==> config.mk <==
export PLATFORM = sky130hd
export DESIGN_NAME = heartbeat_timeout_monitor
export DESIGN_NICKNAME = d
export VERILOG_FILES = /design/src/sv/hbtm_pkg.sv /design/src/sv/hbtm_ctrl.sv /design/src/sv/hbtm_datapath.sv /design/src/sv/heartbeat_timeout_monitor.sv
export SDC_FILE = /design/constraint.sdc
export NUM_CORES = 1
export LEC_CHECK = 0
export BUFFER_PORTS_ARGS = -buffer_cell sky130_fd_sc_hd__buf_2
export CAP_MARGIN = 40
export CORE_MARGIN = 8
export CORE_UTILIZATION = 45
export CTS_CLUSTER_SIZE = 30
export DETAILED_ROUTE_END_ITERATION = 16
export PLACE_DENSITY_LB_ADDON = 0.3
export SYNTH_ARGS = -nofsm -noshare
export SYNTH_HDL_FRONTEND = slang
export SYNTH_HIERARCHICAL = 1
export SYNTH_SLANG_ARGS = --single-unit
==> constraint.sdc <==
create_clock -name clk -period 22.2 [get_ports clk]
set_clock_uncertainty 0.1 [all_clocks]
set_input_delay 3.33 -clock clk [delete_from_list [all_inputs] [get_ports clk]]
set_output_delay 3.33 -clock clk [all_outputs]
set_load 0.03 [all_outputs]
==> src/sv/hbtm_pkg.sv <==
`default_nettype none
// ----------------------------------------------------------------------------
// hbtm_pkg
// Shared constants and types of the heartbeat timeout monitor: table size,
// field widths, command and status codes, and the controller/datapath links.
// ----------------------------------------------------------------------------
package hbtm_pkg;

	localparam int MAX_DEVICES = 8;
	localparam int IDX_W = (MAX_DEVICES > 1) ? $clog2(MAX_DEVICES) : 1;
	localparam int CNT_W = $clog2(MAX_DEVICES + 1);

	localparam int CMD_W    = 2;
	localparam int TYPE_W   = 4;
	localparam int INDEX_W  = 8;
	localparam int TIME_W   = 32;
	localparam int STATUS_W = 2;
	localparam int COUNT_W  = 7;
	localparam int DEB_W    = 8;
	localparam int BLINK_W  = 16;

	localparam int IN_DATA_W  = 80;
	localparam int OUT_DATA_W = 24;
	localparam int CFG_ADDR_W = 1;
	localparam int CFG_DATA_W = 16;

	localparam logic [CMD_W-1:0] CMD_REGISTER  = 2'd0;
	localparam logic [CMD_W-1:0] CMD_HEARTBEAT = 2'd1;
	localparam logic [CMD_W-1:0] CMD_QUERY     = 2'd2;
	localparam logic [CMD_W-1:0] CMD_UPDATE    = 2'd3;

	localparam logic [STATUS_W-1:0] ST_OK       = 2'd0;
	localparam logic [STATUS_W-1:0] ST_FULL     = 2'd1;
	localparam logic [STATUS_W-1:0] ST_NOTFOUND = 2'd2;

	localparam logic [CFG_ADDR_W-1:0] REG_DEBOUNCE = 1'd0;
	localparam logic [CFG_ADDR_W-1:0] REG_BLINK    = 1'd1;

	localparam logic [DEB_W-1:0]   DEBOUNCE_RST = 8'd3;
	localparam logic [BLINK_W-1:0] BLINK_RST    = 16'd250;

	typedef enum logic [1:0] {
		SEL_SINGLE = 2'd0,
		SEL_SLOT   = 2'd1,
		SEL_EMPTY  = 2'd2
	} out_sel_t;

	typedef struct packed {
		logic     load;
		logic     walk;
		logic     ptr_clr;
		logic     ptr_inc;
		logic     summary;
		logic     out_load;
		out_sel_t out_sel;
	} ctl_cmd_t;

	typedef struct packed {
		logic [CMD_W-1:0] cmd;
		logic             hit;
		logic             ptr_last;
		logic             emit_last;
		logic             cnt_zero;
		logic             out_free;
	} dp_stat_t;

endpackage
`default_nettype wire

==> src/sv/hbtm_ctrl.sv <==
`default_nettype none
// ----------------------------------------------------------------------------
// hbtm_ctrl
// Controller: accepts a command, walks the slot table, runs the alarm summary
// after an update and sequences the result transactions into the output stage.
// ----------------------------------------------------------------------------
module hbtm_ctrl (
	input  wire                logic clk,
	input  wire                logic arst_n,
	input  wire                logic in_valid,
	output logic                     in_ready,
	input  wire hbtm_pkg::dp_stat_t  stat,
	output hbtm_pkg::ctl_cmd_t       ctl
);

	typedef enum logic [4:0] {
		S_IDLE = 5'b00001,
		S_WALK = 5'b00010,
		S_SUM  = 5'b00100,
		S_EMIT = 5'b01000,
		S_RESP = 5'b10000
	} state_t;

	state_t state_q, state_d;

	always_ff @(posedge clk or negedge arst_n) begin
		if (!arst_n) begin
			state_q <= S_IDLE;
		end else begin
			state_q <= state_d;
		end
	end

	always_comb begin
		state_d     = state_q;
		in_ready    = 1'b0;
		ctl         = '0;
		ctl.out_sel = hbtm_pkg::SEL_SINGLE;
		case (state_q)
			S_IDLE: begin
				in_ready = 1'b1;
				if (in_valid) begin
					ctl.load    = 1'b1;
					ctl.ptr_clr = 1'b1;
					state_d     = S_WALK;
				end
			end
			S_WALK: begin
				ctl.walk = 1'b1;
				// Lookups and register stop at the first slot that answers.
				if (stat.cmd != hbtm_pkg::CMD_UPDATE && stat.hit) begin
					state_d = S_RESP;
				end else if (stat.ptr_last) begin
					state_d = (stat.cmd == hbtm_pkg::CMD_UPDATE) ? S_SUM : S_RESP;
				end
			end
			S_SUM: begin
				ctl.summary = 1'b1;
				ctl.ptr_clr = 1'b1;
				state_d     = S_EMIT;
			end
			S_EMIT: begin
				if (stat.out_free) begin
					ctl.out_load = 1'b1;
					ctl.out_sel  = stat.cnt_zero ? hbtm_pkg::SEL_EMPTY : hbtm_pkg::SEL_SLOT;
					if (stat.cnt_zero || stat.emit_last) begin
						state_d = S_IDLE;
					end else begin
						ctl.ptr_inc = 1'b1;
					end
				end
			end
			S_RESP: begin
				if (stat.out_free) begin
					ctl.out_load = 1'b1;
					ctl.out_sel  = hbtm_pkg::SEL_SINGLE;
					state_d      = S_IDLE;
				end
			end
			default: begin
				state_d = S_IDLE;
			end
		endcase
	end

endmodule
`default_nettype wire

==> src/sv/hbtm_datapath.sv <==
`default_nettype none
// ----------------------------------------------------------------------------
// hbtm_datapath
// Datapath: command registers, slot table, one slot compare/update unit that
// the controller steps through the table, alarm drive logic, configuration
// registers and the output register.
// ----------------------------------------------------------------------------
module hbtm_datapath (
	input  wire                                    logic clk,
	input  wire                                    logic arst_n,
	input  wire hbtm_pkg::ctl_cmd_t                      ctl,
	output hbtm_pkg::dp_stat_t                           stat,
	input  wire logic [hbtm_pkg::CMD_W-1:0]              in_cmd,
	input  wire logic [hbtm_pkg::IN_DATA_W-1:0]          in_data,
	input  wire                                    logic cfg_wen,
	input  wire logic [hbtm_pkg::CFG_ADDR_W-1:0]         cfg_addr,
	input  wire logic [hbtm_pkg::CFG_DATA_W-1:0]         cfg_wdata,
	output logic                                         out_valid,
	input  wire                                    logic out_ready,
	output logic [hbtm_pkg::STATUS_W-1:0]                out_status,
	output logic [hbtm_pkg::OUT_DATA_W-1:0]              out_data,
	output logic                                         out_last
);

	localparam int N = hbtm_pkg::MAX_DEVICES;

	// Latched command.
	logic [hbtm_pkg::CMD_W-1:0]   cmd_q;
	logic [hbtm_pkg::TYPE_W-1:0]  type_q;
	logic [hbtm_pkg::INDEX_W-1:0] idx_q;
	logic [hbtm_pkg::TIME_W-1:0]  tmo_q;
	logic [hbtm_pkg::TIME_W-1:0]  now_q;

	// Slot table.
	logic [N-1:0]                 used_q;
	logic [N-1:0]                 online_q;
	logic [hbtm_pkg::DEB_W-1:0]   miss_q   [N];
	logic [hbtm_pkg::TYPE_W-1:0]  type_mem [N];
	logic [hbtm_pkg::INDEX_W-1:0] index_mem[N];
	logic [hbtm_pkg::TIME_W-1:0]  tmo_mem  [N];
	logic [hbtm_pkg::TIME_W-1:0]  beat_mem [N];
	logic [hbtm_pkg::CNT_W-1:0]   cnt_q;

	logic [hbtm_pkg::IDX_W-1:0]   ptr_q;
	logic                         found_q;
	logic                         hit_online_q;
	logic                         all_q;

	// Alarm state.
	logic                         prev_all_q;
	logic                         phase_q;
	logic [hbtm_pkg::TIME_W-1:0]  lbt_q;
	logic                         red_q;
	logic                         green_q;
	logic                         buzz_q;

	logic [hbtm_pkg::DEB_W-1:0]   deb_q;
	logic [hbtm_pkg::BLINK_W-1:0] blink_q;

	// Slot unit.
	logic                         used_c;
	logic                         key_match;
	logic [hbtm_pkg::TIME_W-1:0]  elapsed;
	logic                         expired;
	logic [hbtm_pkg::DEB_W-1:0]   miss_cur;
	logic [hbtm_pkg::DEB_W-1:0]   miss_nxt;
	logic                         off_nxt;
	logic                         hit;
	logic                         emit_last;
	logic [hbtm_pkg::TIME_W-1:0]  blink_elapsed;
	logic                         blink_due;
	logic [hbtm_pkg::COUNT_W-1:0] count_ext;

	assign used_c    = used_q[ptr_q];
	assign key_match = (type_mem[ptr_q] == type_q) && (index_mem[ptr_q] == idx_q);
	// Elapsed time is modular, so a wrapped clock still measures correctly.
	assign elapsed   = now_q - beat_mem[ptr_q];
	assign expired   = elapsed > tmo_mem[ptr_q];
	assign miss_cur  = miss_q[ptr_q];

	always_comb begin
		if (expired) begin
			miss_nxt = (miss_cur < deb_q) ? miss_cur + hbtm_pkg::DEB_W'(1) : miss_cur;
		end else begin
			miss_nxt = '0;
		end
	end

	assign off_nxt = miss_nxt >= deb_q;

	always_comb begin
		case (cmd_q)
			hbtm_pkg::CMD_REGISTER:  hit = !used_c;
			hbtm_pkg::CMD_HEARTBEAT: hit = used_c && key_match;
			hbtm_pkg::CMD_QUERY:     hit = used_c && key_match;
			default:                 hit = 1'b0;
		endcase
	end

	assign emit_last     = (hbtm_pkg::CNT_W'(ptr_q) == cnt_q - hbtm_pkg::CNT_W'(1));
	assign blink_elapsed = now_q - lbt_q;
	assign blink_due     = blink_elapsed >= hbtm_pkg::TIME_W'(blink_q);
	assign count_ext     = hbtm_pkg::COUNT_W'(cnt_q);

	assign stat.cmd       = cmd_q;
	assign stat.hit       = hit;
	assign stat.ptr_last  = (ptr_q == hbtm_pkg::IDX_W'(N - 1));
	assign stat.emit_last = emit_last;
	assign stat.cnt_zero  = (cnt_q == '0);
	assign stat.out_free  = !out_valid || out_ready;

	// Command capture and slot payload storage.
	always_ff @(posedge clk) begin
		if (ctl.load) begin
			cmd_q  <= in_cmd;
			type_q <= in_data[3:0];
			idx_q  <= in_data[11:4];
			tmo_q  <= in_data[43:12];
			now_q  <= in_data[75:44];
		end
		if (ctl.walk && hit) begin
			if (cmd_q == hbtm_pkg::CMD_REGISTER) begin
				type_mem[ptr_q]  <= type_q;
				index_mem[ptr_q] <= idx_q;
				tmo_mem[ptr_q]   <= tmo_q;
				beat_mem[ptr_q]  <= now_q;
			end else if (cmd_q == hbtm_pkg::CMD_HEARTBEAT) begin
				beat_mem[ptr_q] <= now_q;
			end
		end
	end

	// Slot flags, walk bookkeeping, alarm state and configuration.
	always_ff @(posedge clk or negedge arst_n) begin
		if (!arst_n) begin
			used_q       <= '0;
			online_q     <= '0;
			for (int i = 0; i < N; i++) begin
				miss_q[i] <= '0;
			end
			cnt_q        <= '0;
			ptr_q        <= '0;
			found_q      <= 1'b0;
			hit_online_q <= 1'b0;
			all_q        <= 1'b1;
			prev_all_q   <= 1'b1;
			phase_q      <= 1'b0;
			lbt_q        <= '0;
			red_q        <= 1'b0;
			green_q      <= 1'b0;
			buzz_q       <= 1'b0;
			deb_q        <= hbtm_pkg::DEBOUNCE_RST;
			blink_q      <= hbtm_pkg::BLINK_RST;
		end else begin
			if (cfg_wen) begin
				case (cfg_addr)
					hbtm_pkg::REG_DEBOUNCE: deb_q   <= cfg_wdata[hbtm_pkg::DEB_W-1:0];
					hbtm_pkg::REG_BLINK:    blink_q <= cfg_wdata;
					default: ;
				endcase
			end

			if (ctl.ptr_clr) begin
				ptr_q <= '0;
			end else if (ctl.walk || ctl.ptr_inc) begin
				ptr_q <= ptr_q + hbtm_pkg::IDX_W'(1);
			end

			if (ctl.load) begin
				found_q      <= 1'b0;
				hit_online_q <= 1'b0;
				all_q        <= 1'b1;
			end

			if (ctl.walk) begin
				case (cmd_q)
					hbtm_pkg::CMD_REGISTER: begin
						if (hit) begin
							used_q[ptr_q]   <= 1'b1;
							online_q[ptr_q] <= 1'b1;
							miss_q[ptr_q]   <= '0;
							cnt_q           <= cnt_q + hbtm_pkg::CNT_W'(1);
							found_q         <= 1'b1;
							hit_online_q    <= 1'b1;
						end
					end
					hbtm_pkg::CMD_HEARTBEAT: begin
						if (hit) begin
							online_q[ptr_q] <= 1'b1;
							found_q         <= 1'b1;
							hit_online_q    <= 1'b1;
						end
					end
					hbtm_pkg::CMD_QUERY: begin
						if (hit) begin
							found_q      <= 1'b1;
							hit_online_q <= online_q[ptr_q];
						end
					end
					default: begin
						if (used_c) begin
							miss_q[ptr_q] <= miss_nxt;
							if (off_nxt) begin
								online_q[ptr_q] <= 1'b0;
								all_q           <= 1'b0;
							end else if (!online_q[ptr_q]) begin
								all_q <= 1'b0;
							end
						end
					end
				endcase
			end

			if (ctl.summary) begin
				prev_all_q <= all_q;
				if (all_q) begin
					if (!prev_all_q) begin
						red_q   <= 1'b0;
						green_q <= 1'b1;
						buzz_q  <= 1'b0;
						phase_q <= 1'b0;
					end
				end else if (prev_all_q) begin
					// First update with a device down: alarm on at once.
					red_q   <= 1'b1;
					green_q <= 1'b0;
					buzz_q  <= 1'b1;
					phase_q <= 1'b1;
					lbt_q   <= now_q;
				end else if (blink_due) begin
					lbt_q   <= now_q;
					phase_q <= !phase_q;
					red_q   <= !phase_q;
					green_q <= 1'b0;
					buzz_q  <= !phase_q;
				end
			end
		end
	end

	// Output register.
	always_ff @(posedge clk or negedge arst_n) begin
		if (!arst_n) begin
			out_valid <= 1'b0;
		end else if (ctl.out_load) begin
			out_valid <= 1'b1;
		end else if (out_ready) begin
			out_valid <= 1'b0;
		end
	end

	always_ff @(posedge clk) begin
		if (ctl.out_load) begin
			case (ctl.out_sel)
				hbtm_pkg::SEL_SLOT: begin
					out_status <= hbtm_pkg::ST_OK;
					out_data   <= {buzz_q, green_q, red_q, count_ext, all_q,
						online_q[ptr_q], index_mem[ptr_q], type_mem[ptr_q]};
					out_last   <= emit_last;
				end
				hbtm_pkg::SEL_EMPTY: begin
					out_status <= hbtm_pkg::ST_OK;
					out_data   <= {buzz_q, green_q, red_q, count_ext, 1'b1, 1'b0,
						hbtm_pkg::INDEX_W'(0), hbtm_pkg::TYPE_W'(0)};
					out_last   <= 1'b1;
				end
				default: begin
					if (found_q) begin
						out_status <= hbtm_pkg::ST_OK;
					end else if (cmd_q == hbtm_pkg::CMD_REGISTER) begin
						out_status <= hbtm_pkg::ST_FULL;
					end else begin
						out_status <= hbtm_pkg::ST_NOTFOUND;
					end
					out_data <= {buzz_q, green_q, red_q, count_ext, prev_all_q,
						found_q && hit_online_q, idx_q, type_q};
					out_last <= 1'b1;
				end
			endcase
		end
	end

endmodule
`default_nettype wire

==> src/sv/heartbeat_timeout_monitor.sv <==
`default_nettype none
// Register, heartbeat and query each give one result after acceptance (the slot walk
// stops at the first free or matching slot); update gives one result per used slot,
// one result per cycle while the receiver takes them.
// Throughput: one item at a time, walked one slot per cycle through the single compare
// unit; a new command is accepted only once the last result of the previous one is loaded.
// Reset (asynchronous, active low): table empty, debounce 3, blink period 250 ms.
// ----------------------------------------------------------------------------
// heartbeat_timeout_monitor
// Multi-channel heartbeat watchdog: a slot table of devices with per-device
// timeouts, debounced offline detection and a blinking alarm drive.
// ----------------------------------------------------------------------------
module heartbeat_timeout_monitor (
	input  wire                                    logic clk,
	input  wire                                    logic arst_n,
	input  wire                                    logic s_tvalid,
	output logic                                         s_tready,
	// s_tdata: dev_type[3:0], dev_index[11:4], dev_timeout[43:12], now_ms[75:44], zeros
	input  wire logic [hbtm_pkg::IN_DATA_W-1:0]          s_tdata,
	// s_tuser: cmd
	input  wire logic [hbtm_pkg::CMD_W-1:0]              s_tuser,
	output logic                                         m_tvalid,
	input  wire                                    logic m_tready,
	// m_tdata: out_type[3:0], out_index[11:4], online[12], all_up[13],
	// slot_count[20:14], led_red[21], led_green[22], buzzer[23]
	output logic [hbtm_pkg::OUT_DATA_W-1:0]              m_tdata,
	// m_tuser: status
	output logic [hbtm_pkg::STATUS_W-1:0]                m_tuser,
	output logic                                         m_tlast,
	input  wire                                    logic cfg_wen,
	input  wire logic [hbtm_pkg::CFG_ADDR_W-1:0]         cfg_addr,
	input  wire logic [hbtm_pkg::CFG_DATA_W-1:0]         cfg_wdata
);

	hbtm_pkg::ctl_cmd_t ctl;
	hbtm_pkg::dp_stat_t stat;

	hbtm_ctrl u_ctrl (
		.clk      (clk),
		.arst_n   (arst_n),
		.in_valid (s_tvalid),
		.in_ready (s_tready),
		.stat     (stat),
		.ctl      (ctl)
	);

	hbtm_datapath u_datapath (
		.clk        (clk),
		.arst_n     (arst_n),
		.ctl        (ctl),
		.stat       (stat),
		.in_cmd     (s_tuser),
		.in_data    (s_tdata),
		.cfg_wen    (cfg_wen),
		.cfg_addr   (cfg_addr),
		.cfg_wdata  (cfg_wdata),
		.out_valid  (m_tvalid),
		.out_ready  (m_tready),
		.out_status (m_tuser),
		.out_data   (m_tdata),
		.out_last   (m_tlast)
	);

endmodule
`default_nettype wire

### Word-level counts from Yosys, hierarchy flattened

Memories as Yosys holds them, arrays and structs flattened.
Index checks and enable logic that the tools add are counted.

| word-level totals | value |
|---|---|
| flip-flop bits (word level) | 260 |
| bits in latches | 0 |
| bits in writable memories | 608 |
| ROM bits | 0 |
| bits of input ports | 104 |
| output and inout bits | 29 |
| logic and storage cells | 200 |
| memories | 4 |

| operators by class | value |
|---|---|
| add/sub/neg operators | 6 |
| $mul | 0 |
| div/mod/pow operators | 0 |
| order comparisons | 8 |
| eq/ne operators | 23 |
| shift operators | 0 |
| multiplexer cells | 82 |
| bitwise gates (word level) | 12 |
| reductions and logical operators | 34 |

Memory list:

| name | depth | width | read ports | clocked after memory_dff | wr ports | RTL line | source |
|---|---|---|---|---|---|---|---|
| u_datapath.beat_mem | 8 | 32 | 1 | 0 | 1 | hbtm_datapath.sv:41 | `logic [hbtm_pkg::TIME_W-1:0] beat_mem [N];` |
| u_datapath.tmo_mem | 8 | 32 | 1 | 0 | 1 | hbtm_datapath.sv:40 | `logic [hbtm_pkg::TIME_W-1:0] tmo_mem [N];` |
| u_datapath.index_mem | 8 | 8 | 1 | 0 | 1 | hbtm_datapath.sv:39 | `logic [hbtm_pkg::INDEX_W-1:0] index_mem[N];` |
| u_datapath.type_mem | 8 | 4 | 1 | 0 | 1 | hbtm_datapath.sv:38 | `logic [hbtm_pkg::TYPE_W-1:0] type_mem [N];` |

Operators with widths:

| operator | count |
|---|---|
| 64-bit 2-to-1 mux | 2 |
| 64-bit one-hot mux with 2 select lines | 1 |
| 32-bit 2-to-1 mux | 3 |
| 64-bit bitwise AND | 1 |
| 64-bit bitwise mux | 1 |
| 8-bit 2-to-1 mux | 8 |
| 64-bit inverter | 1 |
| 32-bit subtractor | 2 |
| 1-bit 2-to-1 mux | 42 |
| 5-bit 2-to-1 mux | 7 |
| 32-bit by 16-bit greater-or-equal comparator with 1-bit output | 1 |
| 32-bit > comparator | 1 |
| 14-bit one-hot mux with 2 select lines | 1 |
| 5-bit one-hot mux with 5 select lines | 1 |
| 8-bit binary-select mux with 3-bit select | 1 |
| 8-bit demux with 3-bit select | 1 |
| 8-bit OR | 2 |
| 8-bit one-hot mux with 2 select lines | 1 |
| 3-bit 2-to-1 mux | 4 |
| 2-bit nonzero test | 6 |
| 2-bit != test (second input constant) | 5 |
| 5-bit AND reduction | 2 |
| 3-bit AND reduction | 3 |
| 8-bit by 1-bit adder with 8-bit output (second input constant) | 1 |
| 42 further kinds | 67 |

### Logic depth before layout (Yosys ltp)

Gate-level depths: netlist (run 1).

| logic depth | value |
|---|---|
| depth after elaboration | 12 |
| gate-level depth with buffers | 44 |
| depth with buffers taken out | 37 |

### Modules after synthesis

Netlist (run 1), hierarchy kept.

By module, submodules not included:

| module | times used | cells each | area each (µm²) | seq. area each (µm²) |
|---|---|---|---|---|
| hbtm_datapath | 1 | 2462 | 36931.7 | 25056.5 |
| hbtm_ctrl | 1 | 42 | 362.8 | 126.4 |

### Worst setup path before layout (run 1)

OpenSTA, ideal clock, no wires.

| timing path | value |
|---|---|
| path kind | register -> register |
| from | register u_datapath/ptr_q[1] (netlist bit) |
| to | register with a tool-made name |
| setup time | 0.078 ns |
| data arrival time | 8.153 ns |
| data required time | 22.022 ns |
| setup slack | 13.869 ns |
| stages on the path, launching flop included | 43 |
| buffers on the path | 8 |
| period minus slack after synthesis | 8.331 ns |
| cells stage by stage | dfrtp_1 buf_2 buf_2 buf_1 buf_2 nor3_1 buf_2 clkbuf_1 buf_1 a22oi_1 and3_1 ha_1 a21oi_1 nor2b_1 or4_1 o211ai_1 o31a_1 o21ai_0 (+7 left out) a21oi_1 nor2b_1 o21ai_0 a21oi_1 o41ai_1 clkbuf_1 nand2b_1 ha_1 nand2b_1 a21o_1 a21o_1 a211o_1 a21oi_1 o21ai_0 nand2_1 a21oi_1 nand2_1 o2bb2ai_1 |

RTL lines:

| item | RTL line | source |
|---|---|---|
| from (decl) | hbtm_datapath.sv:44 | `logic [hbtm_pkg::IDX_W-1:0] ptr_q;` |
| from (signal assigned) | hbtm_datapath.sv:166 | `ptr_q <= ptr_q + hbtm_pkg::IDX_W'(1);` |

==> results of run 1 <==
cell usage after synthesis (15+ instances only):
| master | count |
|---|---|
| a21o_1 | 46 |
| a21oi_1 | 92 |
| a221oi_1 | 71 |
| a22o_1 | 47 |
| a22oi_1 | 168 |
| and3_1 | 42 |
| and4_1 | 21 |
| buf_1 | 15 |
| buf_2 | 19 |
| clkbuf_1 | 63 |
| dfrtp_1 | 144 |
| edfxtp_1 | 709 |
| ha_1 | 139 |
| inv_1 | 83 |
| mux2_2 | 132 |
| mux2i_1 | 28 |
| nand2_1 | 103 |
| nand2b_1 | 22 |
| nand3_1 | 20 |
| nand4_1 | 22 |
| nor2_1 | 86 |
| nor2b_1 | 20 |
| nor3_1 | 33 |
| o21a_1 | 15 |
| o21ai_0 | 63 |
| xnor2_1 | 48 |
| xor2_1 | 29 |
logic make-up after synthesis:
| logic type | share of synthesized area (%) |
|---|---|
| AO/OA/AOI/OAI | 12.0 |
| XOR/XNOR | 1.81 |
| adder cells (fa/ha/maj) | 4.77 |
| buffers and inverters | 2.17 |
| flip-flops | 67.5 |
| multiplexers | 5.46 |
| other | 0.0101 |
| AND/OR/NAND/NOR | 6.21 |
registers in the layout, indices dropped and copies added (netlist names), 2 cells and up, named ones only:
signal                 cells
u_datapath/tmo_q          32
u_datapath/index_mem      64
u_datapath/cmd_q           2
u_ctrl/state_q             5
u_datapath/cnt_q           4
u_datapath/lbt_q          32
u_datapath/type_q          4
u_datapath/type_mem       32
u_datapath/out_data       20
u_datapath/tmo_mem       256
u_datapath/out_status      2
u_datapath/miss_q         64
u_datapath/blink_q        16
u_datapath/deb_q           8
u_datapath/ptr_q           3
u_datapath/used_q          8
u_datapath/idx_q           8
u_datapath/now_q          32
u_datapath/beat_mem      256
stage by stage:
| stage | power, mW | cells |
|---|---|---|
| after CTS | 5.04 | 3809 |
| after global routing | 5.28 | 3809 |
| final | 5.02 | 3809 |
| after global placement | 3.52 | 3640 |
| after floorplan | 3.06 | 2506 |
| after detailed placement | 3.57 | 3643 |
power groups by stage:
stage,logic (mW),clock network [mW],registers (mW)
after floorplan,1.06,0,2.00
after global placement,1.49,0,2.03
after detailed placement,1.53,0,2.04
after CTS,1.54,1.50,2.01
after global routing,1.70,1.56,2.02
final,1.55,1.47,2.01
metal layers:
layer	global-route usage (%)	part of all wire, %
met1	25.7	42
met2	33.6	49
met3	2.89	6.4
met4	5.82	2.4
met5	0	0.0086
cells in the final DEF, fill, tap and decap left out, drive strengths merged, types with 10 or more instances in the layout:
cell type,netlist,routed
a21o,46,46
a21oi,93,93
a221oi,71,71
a22o,47,47
a22oi,168,168
and2,10,10
and3,42,42
and4,21,21
buf,45,176
clkbuf,64,119
clkinv,1,31
dfrtp,144,144
dfstp,11,11
edfxtp,709,709
ha,139,139
inv,84,90
mux2,134,134
mux2i,28,28
mux4,11,11
nand2,103,103
nand2b,22,22
nand3,20,20
nand4,24,24
nor2,87,87
nor2b,20,20
nor3,34,34
nor4,10,10
o211ai,12,12
o21a,15,15
o21ai,67,67
o22ai,10,10
o2bb2ai,10,10
o31ai,10,10
or2,12,12
xnor2,48,48
xor2,29,29
critical path: cells and delay by family (launching register included):
kind            cells  cell delay [ns]
flops               1             0.36
simple gates       10             2.28
fa+ha+maj           3             0.85
buf+inv             4             1.92
compound gates     19             4.68
worst paths after layout:
kind,end,depth (start not counted)
min reg2reg,u_datapath/used_q[6],1
min,u_datapath/used_q[6],1
min in group asynchronous,u_datapath/out_valid,2
max reg2reg,register,36
max in group asynchronous,u_datapath/lbt_q[22],3
max,register,36
layout make-up:
class / count / area, µm²
clock buffers: 119 / 2560
inverters: 85 / 322
well taps: 1070 / 1340
repair buffers: 176 / 1070
multi-input cells: 1448 / 11500
flip-flops and latches: 864 / 25200
fillers: 6654 / 39800
clock inverters: 47 / 367
==> out/results.tsv, run 1 <==
stage	metric	value	unit
power_and_ir_drop	pwr-share-comb	30.8	%
floorplan	start_util	45.4	%
setup_path	worst_setup_path_end_kind	register	
clock_network	cts_made_buffers	89	
logic_synthesis	synthCells	2504	
sta	finalCritPeriodShare	46.9	%
power_and_ir_drop	ir_worst_vdd	0.0619	mV
sta	setup_viol	0	
sta	worst_pin_slew	0.941	ns
global_route	gr-usage-all-layers	19.6	%
logic_synthesis	ys_seq_area_share	67.5	%
clock_network	cts_htree_levels	3	
routing	drc	0	
sta	period_minus_slack	10.41	ns
power_and_ir_drop	power.density	119	nW/µm²
global_route	first_global_vias	23200	
floorplan	die-area	92300	µm²
layout	final_area	42300	µm²
sta	slew_headroom	36.8	%
setup_path	r2r-start	u_datapath/ptr_q[2]	
routing	wirelength	92.6	mm
setup_path	slowest_delay	0.74	ns
setup_path	start_kind	register	
power_and_ir_drop	pwr-share-clk	29.2	%
layout	final_layout_size_suffix_gt1_share	19.3	%
clock_network	clock-sinks	864	
placed_design	place_area	39400	µm²
layout	nNetsFinal	2909	
clock_network	cts_buffer_depth	3	
floorplan	die_w	304	µm
status	status	complete, no violations	
placed_design	dp_hpwl	56.4	mm
sta	final.setup.worst_slack	11.79	ns
setup_path	cp_slowest_cell	and3b_2	
clock_network	cts_setup_buffers	0	
routing	final_antenna_net_count	0	
setup_path	crit_type	reg2reg	
routing	wl_per_cell	24.3	µm
clock_network	root_buffer	clkbuf_16	
logic_synthesis	synth-edff-count	709	
global_route	grt_first_pass_wirelength	141	mm
sta	slew_violations	0	
logic_synthesis	synth-seq-cells	864	
min_path	min-delay-start	u_datapath/used_q[6]	
placed_design	preCtsSetupSlack	11.95	ns
logic_synthesis	synth_cell_type_count	89	
logic_synthesis	synth_flop_cell	edfxtp_1	
logic_synthesis	ys_async_sr_fraction	17.9	%
logic_synthesis	yosysWarnings	6	
placed_design	io_buffers	125	
sta	hold_ws	0.366	ns
logic_synthesis	syn_area	37300	µm²
setup_path	worstPathRequired	22.61	ns
setup_path	path_max_fanout	42	
routing	viasPerCell	5.97	
clock_network	cts_hold_buf	0	
floorplan	ioPinCount	133	
setup_path	critPathLaunch	u_datapath/ptr_q[2]	
logic_synthesis	synth_top_area_share	57.1	%
logic_synthesis	synth.area.top_cells	edfxtp_1 (57%), dfrtp_1 (9.7%), ha_1 (4.7%)	
sta	rsz0062_at_grt	false	
power_and_ir_drop	netSwitchingFraction	33.2	%
power_and_ir_drop	p_leak	15.3	nW
placed_design	place_congestion	0.865	
clock_network	post_cts_resized	0	
setup_path	critPathMostFrequentCell	a21o_1	
layout	area_growth	13.4	%
floorplan	placementRows	105	
logic_synthesis	avgSynthCellArea	14.9	µm²
sta	max_freq	0.0961	GHz
floorplan	core	82100	µm²
flow_run	cap_violations	0	
global_route	antenna_found_initial	1	
setup_path	cp.arrival	10.82	ns
routing	drt_pass1_iterations	7	
layout	n_antenna_cell	0	
routing	dr_total_vias	22700	
power_and_ir_drop	p_seq_share	40.0	%
clock_network	cts_tree	done	
min_path	hold_path_class	reg2reg	
routing	drtIter0Drc	2005	
layout	post-route-util	51.5	%
sta	setup_tns	0	ns
power_and_ir_drop	p_int	3.35	mW
global_route	overflow	0	
clock_network	clk_pin_slew_worst_paths	0.06	ns
logic_synthesis	yosysTopAreaCell	edfxtp_1	
power_and_ir_drop	switchingPower	1.67	mW
clock_network	clock_latency	0.64	ns
setup_path	reg2reg_slack	11.79	ns
floorplan	die_y	304	µm
global_route	grt_max_degree	98	
sta	final_hold_viol_count	0	
Power figures use the tool's default switching activity.
==> run 2, diff against run 1 <==
Clock period 22.2 ns to 9.9 ns, I/O delays scaled along.
==> run 2 against run 1 <==
  * First-iteration DRC count decreased by 10%
  * Critical path depth rose by 1
  * Largest cell class unchanged
  * Combinational power is 130% higher
  * Global-route usage is 0.20 points higher
  * Fmax is 12% higher
  * Sequential share of layout area decreased by 0.32 points
  * Utilization rose by 0.28 points
==> out/results.tsv, run 2 (same netlist as run 1, synthesis figures left out) <==
stage	metric	value	unit	change
placed_design	dp_hpwl	59.8	mm	was 56.4 mm
layout	instances_no_fill	3832		was 3809
floorplan	start_util	45.4	%	unchanged
setup_path	worstPathRequired	10.31	ns	was 22.61 ns
routing	drt_pass1_iterations	5		was 7
routing	viasPerCell	5.93		was 5.97
sta	worst_pin_slew	0.942	ns	was 0.941 ns
layout	reg_top3	u_datapath/beat_mem x256, u_datapath/tmo_mem x256		unchanged
layout	register_area	25200	µm²	unchanged
sta	max_freq	0.108	GHz	was 0.0961 GHz
clock_network	clock-sinks	864		unchanged
status	status	complete, no violations		unchanged
global_route	antenna_found_initial	1		unchanged
setup_path	slowest_delay	0.84	ns	was 0.74 ns
power_and_ir_drop	p_leak	15.4	nW	was 15.3 nW
routing	top_layer	met5		unchanged
floorplan	die_w	304	µm	unchanged
clock_network	cts_htree_levels	3		unchanged
global_route	gr-usage-all-layers	19.8	%	was 19.6%
setup_path	cp.arrival	9.67	ns	was 10.82 ns
floorplan	core	82100	µm²	unchanged
clock_network	cts_hold_buf	0		unchanged
layout	layout_commonest_cell	edfxtp_1		unchanged
placed_design	dp_cells	3671		was 3643
routing	final_antenna_net_count	0		unchanged
power_and_ir_drop	power.density	266	nW/µm²	was 119 nW/µm²
sta	final.setup.worst_slack	0.646	ns	was 11.79 ns
global_route	first_global_vias	23600		was 23200
setup_path	worst_setup_path_end_kind	register		unchanged
clock_network	post_cts_resized	0		unchanged
layout	area_growth	14.0	%	was 13.4%
routing	wl_met3	5.25	mm	was 5.91 mm
global_route	overflow	0		unchanged
setup_path	cp_num_buf_inv	6		was 4
routing	drtIter0Drc	1801		was 2005
sta	final_hold_viol_count	0		unchanged
floorplan	die-area	92300	µm²	unchanged
clock_network	cts_tree	done		unchanged
routing	met2WireLength	45.3	mm	was 45.7 mm
clock_network	cts_buffer_depth	3		unchanged
layout	fill_cells	6635		was 6654
flow_run	cap_violations	0		unchanged
routing	wirelength	93.7	mm	was 92.6 mm
layout	n_antenna_cell	0		unchanged
floorplan	ioPinCount	133		unchanged
clock_network	clk_pin_slew_worst_paths	0.06	ns	about the same
floorplan	die_y	304	µm	unchanged
placed_design	io_buffers	125		unchanged
layout	multiInputGateArea	11500	µm²	unchanged
sta	setup_viol	0		unchanged
clock_network	cts_made_buffers	90		was 89
setup_path	path_delay_family	compound AO/OA/AOI/OAI gates		unchanged
layout	final_area	42500	µm²	was 42300 µm²
routing	dr_total_vias	22700		about the same
sta	setup_tns	0	ns	unchanged
sta	slew_violations	0		unchanged
min_path	hold_path_class	reg2reg		unchanged
global_route	grt_first_pass_wirelength	143	mm	was 141 mm
setup_path	path_max_fanout	16		was 42
routing	wl_per_cell	24.5	µm	was 24.3 µm
placed_design	preCtsSetupSlack	0.704	ns	was 11.95 ns
layout	layout_common_cells	edfxtp_1 (709), a22oi_1 (168), dfrtp_1 (141)		unchanged
clock_network	clock_latency	0.65	ns	was 0.64 ns
setup_path	cp_slowest_cell	o41ai_2		was and3b_2
placed_design	place_congestion	0.856		was 0.865
routing	met1_length	40.4	mm	was 38.8 mm
clock_network	root_buffer	clkbuf_16		unchanged
setup_path	crit_type	reg2reg		unchanged
global_route	grt_max_degree	71		was 98
sta	slew_headroom	36.7	%	was 36.8%
setup_path	critPathMostFrequentCell	buf_4		was a21o_1
routing	drc	0		unchanged
layout	nNetsFinal	2938		was 2909
layout	final_layout_size_suffix_gt1_share	19.6	%	was 19.3%
power_and_ir_drop	ir_worst_vdd	0.185	mV	was 0.0619 mV
placed_design	place_area	39700	µm²	was 39400 µm²
sta	period_minus_slack	9.25	ns	was 10.41 ns
floorplan	placementRows	105		unchanged
clock_network	cts_setup_buffers	0		unchanged
power_and_ir_drop	total_power	11.3	mW	was 5.02 mW
setup_path	start_kind	register		unchanged
sta	rsz0062_at_grt	false		unchanged
sta	finalCritPeriodShare	93.5	%	was 46.9%
[run 2: changes by cell type in the layout (fill, tap and decap cells not counted), sizes merged]
cell | previous run | this run
buf | 176 | 204
bufinv | 3 | 6
inv | 90 | 89
clkbuf | 119 | 120
clkinvlp | 8 | 0
[run 2: final timing paths]
path                                 startpoint               endpoint  slack, ns  depth (start not counted)
hold / removal             u_datapath/used_q[0]   u_datapath/used_q[0]       0.37                          1
hold reg to reg            u_datapath/used_q[0]   u_datapath/used_q[0]       0.37                          1
min in group asynchronous                arst_n  u_datapath/miss_q[43]       0.79                          1
setup / recovery            u_datapath/ptr_q[0]               register       0.65                         37
max in group asynchronous                arst_n       u_datapath/all_q       7.58                          3
setup reg to reg            u_datapath/ptr_q[0]               register       0.65                         37
[run 2: layer usage]
metal	global-route usage [%]	vias up
met3	2.93	149
met5	0	-
met1	26.5	11600
met4	6.56	2
met2	33.0	713
li1	-	10300
[run 2: cell type report]
type	count	area share, %
tap	1070	3.15
timing repair buffer	204	3.19
clock buffer	120	5.82
clock inverter	41	0.915
inverter	85	0.756
sequential	864	59.2
multi-input combinational	1448	26.9
[run 2: power breakdown]
part / total (mW) / internal, mW / switching [mW]
clock network: 3.29 / 1.91 / 1.37
logic: 3.49 / 1.40 / 2.09
registers: 4.52 / 4.26 / 0.265
[run 2: metrics by stage]
| step | hold WS, ns | utilization [%] |
|---|---|---|
| after floorplan | 0.333 | - |
| after global placement | 0.346 | 48.2 |
| after detailed placement | 0.354 | 48.3 |
| after CTS | 0.369 | 51.8 |
| after global routing | 0.390 | 51.8 |
| final | 0.367 | 51.8 |
==> run 3, diff against run 2 <==
Settings changed: SYNTH_HIERARCHICAL 1 to unset.
==> run 3 against run 2 <==
  * Clock power increased by 7.3%
  * Critical path depth unchanged
  * Utilization increased by 0.19 points
  * Register-to-register slack improved by 0.33 ns
==> out/results.tsv, run 3 <==
stage	metric	value	unit	change
placed_design	io_buffers	125		unchanged
logic_synthesis	ys_seq_area_share	67.5	%	about the same
logic_synthesis	synth-seq-cells	864		unchanged
layout	fill_cells	6614		was 6635
setup_path	cp.depth	37		unchanged
clock_network	clock-sinks	864		unchanged
clock_network	cts_tree	done		unchanged
logic_synthesis	synth-edff-count	709		unchanged
setup_path	cp.arrival	9.41	ns	was 9.67 ns
floorplan	start_util	45.4	%	about the same
setup_path	worst_setup_path_end_kind	register		unchanged
global_route	grt_first_pass_wirelength	144	mm	was 143 mm
global_route	antenna_found_initial	1		unchanged
layout	final_area	42700	µm²	was 42500 µm²
placed_design	dp_hpwl	60.7	mm	was 59.8 mm
clock_network	cts_made_buffers	91		was 90
logic_synthesis	synth.most_common_cell	edfxtp_1		unchanged
power_and_ir_drop	p_leak	15.5	nW	was 15.4 nW
global_route	gr-usage-all-layers	20.1	%	was 19.8%
layout	multiInputGateArea	11400	µm²	was 11500 µm²
placed_design	place_area	39600	µm²	was 39700 µm²
global_route	overflow	0		unchanged
setup_path	slowest_delay	0.58	ns	was 0.84 ns
logic_synthesis	synth_cell_type_count	88		was 89
floorplan	die_y	304	µm	about the same
setup_path	path_max_fanout	36		was 16
sta	slew_headroom	35.1	%	was 36.7%
layout	nNetsFinal	2914		was 2938
clock_network	cts_setup_buffers	0		unchanged
layout	layout_common_cells	edfxtp_1 (709), a22oi_1 (225), dfrtp_1 (141)		was edfxtp_1 (709), a22oi_1 (168), dfrtp_1 (141)
layout	area_growth	14.5	%	was 14.0%
floorplan	die-area	92300	µm²	about the same
placed_design	place_congestion	0.873		was 0.856
layout	reg_top3	u_datapath.beat_mem x256, u_datapath.tmo_mem x256		was u_datapath/beat_mem x256, u_datapath/tmo_mem x256
sta	final_hold_viol_count	0		unchanged
layout	post-route-util	52.0	%	was 51.8%
floorplan	die_w	304	µm	about the same
sta	worst_pin_slew	0.966	ns	was 0.942 ns
routing	wl_per_cell	25.3	µm	was 24.5 µm
sta	rsz0062_at_grt	false		unchanged
logic_synthesis	yosysWarnings	0		was 6
setup_path	crit_type	reg2reg		unchanged
logic_synthesis	synth_top_area_share	57.1	%	about the same
floorplan	core	82100	µm²	unchanged
min_path	hold_path_class	reg2reg		unchanged
sta	setup_viol	0		unchanged
global_route	grt_max_degree	71		unchanged
setup_path	path_delay_family	compound AO/OA/AOI/OAI gates		unchanged
routing	drc	0		unchanged
flow_run	cap_violations	0		unchanged
setup_path	cp_slowest_cell	dfrtp_2		was o41ai_2
sta	max_freq	0.112	GHz	was 0.108 GHz
logic_synthesis	synth.area.top_cells	edfxtp_1 (57%), dfrtp_1 (9.7%), ha_1 (4.7%)		unchanged
logic_synthesis	avgSynthCellArea	15.1	µm²	was 14.9 µm²
power_and_ir_drop	ir_worst_vdd	0.168	mV	was 0.185 mV
logic_synthesis	synthCells	2476		was 2504
min_path	whs_path_depth	1		unchanged
layout	final_layout_size_suffix_gt1_share	20.4	%	was 19.6%
status	status	complete, no violations		unchanged
logic_synthesis	syn_area	37300	µm²	about the same
global_route	first_global_vias	23400		was 23600
power_and_ir_drop	total_power	12.3	mW	was 11.3 mW
layout	layout_commonest_cell	edfxtp_1		unchanged
clock_network	root_buffer	clkbuf_16		unchanged
clock_network	cts_hold_buf	0		unchanged
logic_synthesis	synth_flop_cell	edfxtp_1		unchanged
routing	dr_total_vias	22700		about the same
sta	period_minus_slack	8.92	ns	was 9.25 ns
logic_synthesis	ys_async_sr_fraction	17.9	%	unchanged
floorplan	placementRows	105		unchanged
routing	drt_pass1_iterations	5		unchanged
floorplan	ioPinCount	133		unchanged
routing	final_antenna_net_count	0		unchanged
logic_synthesis	yosysTopAreaCell	edfxtp_1		unchanged
setup_path	start_kind	register		unchanged
clock_network	cts_htree_levels	3		unchanged
clock_network	post_cts_resized	0		unchanged
power_and_ir_drop	power.density	288	nW/µm²	was 266 nW/µm²
sta	slew_violations	0		unchanged
routing	drtIter0Drc	2122		was 1801
sta	finalCritPeriodShare	90.1	%	was 93.5%
clock_network	clk_pin_slew_worst_paths	0.06	ns	about the same
routing	viasPerCell	5.95		was 5.93
setup_path	worstPathRequired	10.40	ns	was 10.31 ns
logic_synthesis	netlist_top_cells_count	edfxtp_1 (709), a22oi_1 (225), dfrtp_1 (144), ha_1 (140), mux2_2 (130)		was edfxtp_1 (709), a22oi_1 (168), dfrtp_1 (144), ha_1 (139), mux2_2 (132)
routing	wirelength	96.4	mm	was 93.7 mm
layout	register_area	25200	µm²	unchanged
setup_path	reg2reg_depth	37		unchanged
setup_path	critPathMostFrequentCell	a21o_1		was buf_4
clock_network	clock_latency	0.65	ns	about the same
clock_network	cts_buffer_depth	3		unchanged
sta	setup_tns	0	ns	unchanged
setup_path	cp_num_buf_inv	4		was 6
## run 3: logic make-up (layout without fill, tap and decap cells)
family / after synthesis / count (layout) / synth area share (%)
other: 1 / 4 / 0.0101
AO/OA/AOI/OAI: 604 / 604 / 11.6
buffers and inverters: 191 / 458 / 2.17
adder cells (fa/ha/maj): 142 / 142 / 4.81
multiplexers: 174 / 174 / 5.64
flip-flops: 864 / 864 / 67.5
XOR/XNOR: 78 / 78 / 1.83
AND/OR/NAND/NOR: 422 / 422 / 6.36
## run 3: where the power goes
group / switching, mW / total (mW) / internal, mW
registers: 0.253 / 4.51 / 4.25
logic: 2.55 / 4.24 / 1.69
clock network: 1.42 / 3.53 / 2.11
## run 3: final cells by class
type,instances,area share (%)
clock inverters,54,1.54
repair buffers,197,2.96
diodes,1,0.00586
inverters,91,0.806
multi-input cells,1423,26.8
clock buffers,116,5.75
well taps,1070,3.14
flip-flops and latches,864,59.0
## run 3: routing by layer
metal	wire length [µm]	global-route usage (%)	vias up	share of wire, %
li1	-	-	10200	-
met1	40800	26.5	11500	42
met2	46200	33.7	856	48
met3	6590	4.08	160	6.8
met4	2730	5.94	0	2.8
met5	0	0	-	0
## run 3: path summary, 6_finish.rpt
kind	from	end	slack [ns]
min in group asynchronous	arst_n	u_datapath.lbt_q[28]	0.76
min reg2reg	u_datapath.used_q[2]	u_datapath.used_q[2]	0.37
max reg2reg	u_datapath.ptr_q[1]	u_datapath.all_q	0.98
min	u_datapath.used_q[2]	u_datapath.used_q[2]	0.37
max	u_datapath.ptr_q[1]	u_datapath.all_q	0.98
max in group asynchronous	arst_n	u_datapath.miss_q[22]	7.72
## run 3: stage by stage
stage               instances  worst slack [ns]  hold slack (ns)
finish                   3816             0.981            0.370
global route             3815             0.382            0.382
CTS                      3813             0.966            0.366
detailed placement       3643              1.05            0.354
global placement         3637              1.01            0.345
floorplan                2478             0.939            0.334
